==> src/rtl/sdr_pkg.sv <==
`default_nettype none

package sdr_pkg;

    localparam int VALUE_W = 32;
    localparam int POS_W   = 8;

    // Search word that walks down the cell chain, one cell per cycle while the chain is not stalled
    typedef struct packed {
        logic                      valid;
        logic                      clear;
        logic                      found;
        logic                      done;
        logic [POS_W-1:0]          pos;
        logic signed [VALUE_W-1:0] value;
    } sdr_token_t;

endpackage

`default_nettype wire

==> src/rtl/sdr_cell.sv <==
`default_nettype none

module sdr_cell #(
    parameter int INDEX = 0
) (
    input  wire logic               clk,
    input  wire logic               rst_n,
    input  wire logic               advance,
    input  wire sdr_pkg::sdr_token_t tok_in,
    output sdr_pkg::sdr_token_t     tok_out
);

    logic                               valid_reg;
    logic                               valid_next;
    logic signed [sdr_pkg::VALUE_W-1:0] entry_reg;
    logic                               entry_we;
    sdr_pkg::sdr_token_t                tok_reg;
    sdr_pkg::sdr_token_t                tok_next;
    logic                               hit;
    logic                               empty;

    assign hit   = valid_reg && (entry_reg == tok_in.value);
    assign empty = !valid_reg || tok_in.clear;

    always_comb
    begin
        tok_next   = tok_in;
        valid_next = valid_reg;
        entry_we   = 1'b0;
        if (tok_in.valid)
        begin
            if (tok_in.clear && tok_in.done)
            begin
                // drop everything behind the first entry of a new set
                valid_next = 1'b0;
            end
            else if (!tok_in.done && !tok_in.found)
            begin
                if (empty)
                begin
                    entry_we      = 1'b1;
                    valid_next    = 1'b1;
                    tok_next.done = 1'b1;
                    tok_next.pos  = sdr_pkg::POS_W'(INDEX);
                end
                else if (hit)
                begin
                    tok_next.found = 1'b1;
                end
            end
        end
    end

    always_ff @(posedge clk or negedge rst_n)
    begin
        if (!rst_n)
        begin
            valid_reg <= 1'b0;
            tok_reg   <= '0;
        end
        else if (advance)
        begin
            valid_reg <= valid_next;
            tok_reg   <= tok_next;
        end
    end

    always_ff @(posedge clk)
    begin
        if (advance && entry_we)
        begin
            entry_reg <= tok_in.value;
        end
    end

    assign tok_out = tok_reg;

endmodule

`default_nettype wire

==> src/rtl/stream_duplicate_remover_top.sv <==
// Path: an accepted word passes through DEPTH cells and then one output register to result_valid,
// the first cell being loaded at the accepting edge.
// Throughput: one word per cycle; the whole cell chain advances together and holds
// only while a result sits in the output register under stall.
// Reset (rst_n, asynchronous, active low) empties every cell and the output register.
`default_nettype none

module stream_duplicate_remover_top #(
    parameter int DEPTH = 16
) (
    input  wire logic                               clk,
    input  wire logic                               rst_n,
    input  wire logic                               item_valid,
    output logic                                    item_stall,
    input  wire logic signed [sdr_pkg::VALUE_W-1:0] value,
    input  wire logic                               start_set,
    output logic                                    result_valid,
    input  wire logic                               result_stall,
    output logic signed [sdr_pkg::VALUE_W-1:0]      distinct_value,
    output logic [sdr_pkg::POS_W-1:0]               position,
    output logic                                    overflow
);

    sdr_pkg::sdr_token_t                tok [DEPTH+1];
    logic                               advance;
    logic                               res_hit;
    logic                               result_valid_reg;
    logic signed [sdr_pkg::VALUE_W-1:0] value_reg;
    logic [sdr_pkg::POS_W-1:0]          pos_reg;
    logic [sdr_pkg::POS_W-1:0]          pos_next;
    logic                               ovf_reg;

    assign advance    = !result_valid_reg || !result_stall;
    assign item_stall = !advance;

    assign tok[0] = '{valid: item_valid, clear: start_set, found: 1'b0, done: 1'b0,
                      pos: '0, value: value};

    for (genvar i = 0; i < DEPTH; i++)
    begin : g_cell
        sdr_cell #(
            .INDEX(i)
        ) u_cell (
            .clk    (clk),
            .rst_n  (rst_n),
            .advance(advance),
            .tok_in (tok[i]),
            .tok_out(tok[i+1])
        );
    end

    assign res_hit  = tok[DEPTH].valid && !tok[DEPTH].found;
    assign pos_next = tok[DEPTH].done ? tok[DEPTH].pos : '0;

    always_ff @(posedge clk or negedge rst_n)
    begin
        if (!rst_n)
        begin
            result_valid_reg <= 1'b0;
        end
        else if (advance)
        begin
            result_valid_reg <= res_hit;
        end
    end

    always_ff @(posedge clk)
    begin
        if (advance)
        begin
            value_reg <= tok[DEPTH].value;
            pos_reg   <= pos_next;
            ovf_reg   <= !tok[DEPTH].done;
        end
    end

    assign result_valid   = result_valid_reg;
    assign distinct_value = value_reg;
    assign position       = pos_reg;
    assign overflow       = ovf_reg;

endmodule

`default_nettype wire

==> config.mk <==
export PLATFORM = sky130hd
export DESIGN_NAME = stream_duplicate_remover_top
export DESIGN_NICKNAME = d
export VERILOG_FILES = /design/src/rtl/sdr_pkg.sv /design/src/rtl/sdr_cell.sv /design/src/rtl/stream_duplicate_remover_top.sv
export SDC_FILE = /design/constraint.sdc
export NUM_CORES = 2
export LEC_CHECK = 0
export ABC_AREA = 1
export BUFFER_PORTS_ARGS = -buffer_cell sky130_fd_sc_hd__clkbuf_2
export CAP_MARGIN = 0
export CORE_ASPECT_RATIO = 0.7
export CORE_MARGIN = 4
export CORE_UTILIZATION = 36
export CTS_CLUSTER_DIAMETER = 150
export DETAILED_ROUTE_END_ITERATION = 16
export PLACE_DENSITY = 0.5
export RECOVER_POWER = 50
export SYNTH_ARGS = -nofsm -noshare
export SYNTH_HDL_FRONTEND = slang
export SYNTH_HIERARCHICAL = 1
export SYNTH_SLANG_ARGS = --single-unit
==> constraint.sdc <==
create_clock -name clk -period 4.8 [get_ports clk]
set_input_delay 0.96 -clock clk [delete_from_list [all_inputs] [get_ports clk]]
set_output_delay 0.96 -clock clk [all_outputs]
set_load 0.005 [all_outputs]
==> results.sh <==
export IMPL_dieHeight_um=326
export IMPL_clk_pin_slew_ns=0.07
export IMPL_drive_gt1_share_pct=7.31
export IMPL_dpl_cell_area_mm2=0.0543
export IMPL_crit_path_start_kind="flip-flop"
export IMPL_cts_tree="built"
export IMPL_ctsResizeCount=0
export IMPL_hold_path_startpoint="g_cell[15].u_cell/tok_out[22]$_DFFE_PN0P_"
export IMPL_reg2reg_slack_ns=1.83
export IMPL_r2r_start="result_valid$_DFFE_PN0P_"
export IMPL_wl_mm=106
export IMPL_fin_nets=5209
export IMPL_track_usage_pct=14.2
export IMPL_grt_antenna_before_repair=1
export IMPL_rsz0062_at_grt="no"
export IMPL_die_area_mm2=0.150
export IMPL_fin_crit_sh_pct=76.3
export IMPL_hold_buffers=0
export IMPL_period_minus_slack_ns=3.66
export IMPL_seq_power_share_pct=52.4
export IMPL_cts_setup_buffers=0
export IMPL_synth_cells=5071
export IMPL_setup_viol=0
export IMPL_path_max_fanout=38
export IMPL_final_cell_area_mm2=0.0583
export IMPL_tns_ns=0
export IMPL_drcViolationCount=0
export IMPL_syn_area_per_cell_um2=10.2
export IMPL_whs_ns=0.452
export IMPL_critPathSlowestCell="clkbuf_1"
export IMPL_dr_pass1_iters=5
export IMPL_r2r_cells=4
export IMPL_intPower_uw=24500
export IMPL_postRouteAntennaNets=0
export IMPL_clkPwrFrac_pct=26.3
export IMPL_critical_path_class="flip-flop to output pin"
export IMPL_wl_per_cell_um=14.7
export IMPL_dp_hpwl_mm=70.2
export IMPL_vdd_drop_max_mv=0.356
export IMPL_pin_count=80
export IMPL_numCtsBuffers=119
export IMPL_cts_htree_levels=3
export IMPL_whs_path_depth=0
export IMPL_p_total_uw=36900
export IMPL_drtIter0Drc=2008
export IMPL_routed_via_density=4.53
export IMPL_grt_max_degree=145
export IMPL_power_density_mw_per_mm2=632
export IMPL_grt_pass1_vias=31816
export IMPL_initial_core_util_pct=36.3
export IMPL_vias=32459
export IMPL_cts_root_buf="clkbuf_16"
export IMPL_crit_chain="nand2_4, clkbuf_1, inv_1, clkbuf_2"
export IMPL_r2r_end="g_cell[10].u_cell/tok_out[31]$_DFFE_PN0P_"
export IMPL_crit_required_ns=3.84
export IMPL_drv_slew=143
export IMPL_cpPeakStageDelay_ns=0.93
export IMPL_yosysWarnings=6
export IMPL_p_leak_uw=0.0257
export IMPL_clockBufferDepth=3
export IMPL_rows=116
export IMPL_worst_pin_slew_ns=2.89
export IMPL_swShare_pct=33.5
export IMPL_syn_to_final_growth_pct=12.3
export IMPL_min_path_type="flip-flop to flip-flop"
export IMPL_hold_end="distinct_value[22]$_DFFE_PP_"
export IMPL_grt_ovfl_total=0
export IMPL_gp_congestion=0.738
export IMPL_clk_latency_ns=0.72
export IMPL_finalHoldViolations=0
export IMPL_cp_end_kind="output pin"
export IMPL_max_slew_margin_rel_pct=-92.9
export IMPL_core_mm2=0.143
export IMPL_status="finished with violations"
export IMPL_grt_pass1_wl_mm=176
export IMPL_power_switching_uw=12400
export IMPL_cp_arrival_ns=2.70
export IMPL_fmax_mhz=273
export IMPL_die_width_um=462
export IMPL_maxCapViolCount=2
export IMPL_combPwrFrac_pct=21.3
export IMPL_netlist_area_mm2=0.0519
export IMPL_largest_reg_flops=703
export IMPL_violations="capacitance limit, slew limit"
export IMPL_port_buffers=79
export IMPL_finalClockSkew_ns=0.0201
export IMPL_crit_buf_inv=3
export IMPL_cp_top_family="buffers and inverters"
export IMPL_clock_sinks=1273
==> layer usage <==
metal | track usage, % | routed length [um] | vias up
met4 | 3.19 | 2020 | 0
li1 | - | - | 16195
met1 | 22.6 | 56500 | 15860
met5 | 0 | 0 | -
met2 | 20.3 | 44100 | 266
met3 | 2.22 | 2900 | 138
==> power groups by stage <==
stage               Clock, uW  Combinational [uW]  Sequential, uW
detailed placement          0                8020           19600
global route            10500                9230           19900
floorplan                   0                6440           18100
finish                   9700                7850           19300
CTS                     10000                8060           19400
global placement            0                7840           19600
==> layout by cell type (no fill, tap or decap) <==
cell type,instances
a21oi_1,48
a21oi_2,16
buf_12,9
buf_4,38
bufinv_16,7
clkbuf_1,61
clkbuf_16,131
clkbuf_2,48
clkbuf_8,15
clkinv_1,14
clkinv_2,27
clkinv_8,1
clkinvlp_4,3
conb_1,12
dfrtp_1,720
diode_2,1
edfxtp_1,553
inv_1,282
inv_2,33
inv_4,1
inv_6,2
nand2_1,2153
nand2_2,31
nand2_4,2
nand3_1,144
nor2_1,319
nor2_2,16
nor2_4,1
o211ai_1,16
o21ai_0,69
o21ai_1,90
o32a_1,16
or2_0,27
or2_2,5
xnor2_1,304
xor2_1,64
==> how the worst max path moves through the flow <==
| stage | start | to | slack [ns] | cells past startpoint |
|---|---|---|---|---|
| 2_1_floorplan | result_stall | g_cell[1].u_cell/entry_reg[0]$_DFFE_PP_ | 0.15 | 5 |
| 3_3_place_gp | result_stall | g_cell[9].u_cell/entry_reg[0]$_DFFE_PP_ | 1.71 | 6 |
| 3_5_place_dp | result_stall | g_cell[9].u_cell/entry_reg[0]$_DFFE_PP_ | 1.68 | 6 |
| 4_1_cts | result_valid$_DFFE_PN0P_ | item_stall | 1.60 | 4 |
| 5_1_grt | result_valid$_DFFE_PN0P_ | item_stall | 0.78 | 4 |
| 6_report | result_valid$_DFFE_PN0P_ | item_stall | 1.14 | 4 |
==> cell type report <==
class                   instances  area (um^2)
diodes                          1         2.50
clock buffers                 172         3580
clock inverters                55          460
fillers                     14041        84800
inverters                     315         1180
multi-input cells            3333        15300
flip-flops and latches       1273        34600
well taps                    1888         2360
repair buffers                130          837
==> metrics by stage <==
step                worst slack, ns  util (%)  std cells
detailed placement             1.68      38.0       6939
finish                         1.14      40.7       7167
global route                  0.782      40.7       7167
global placement               1.71      38.0       6939
floorplan                     0.146         -       5082
CTS                            1.60      40.8       7166
Note: power is estimated with default switching activity, not from simulation.
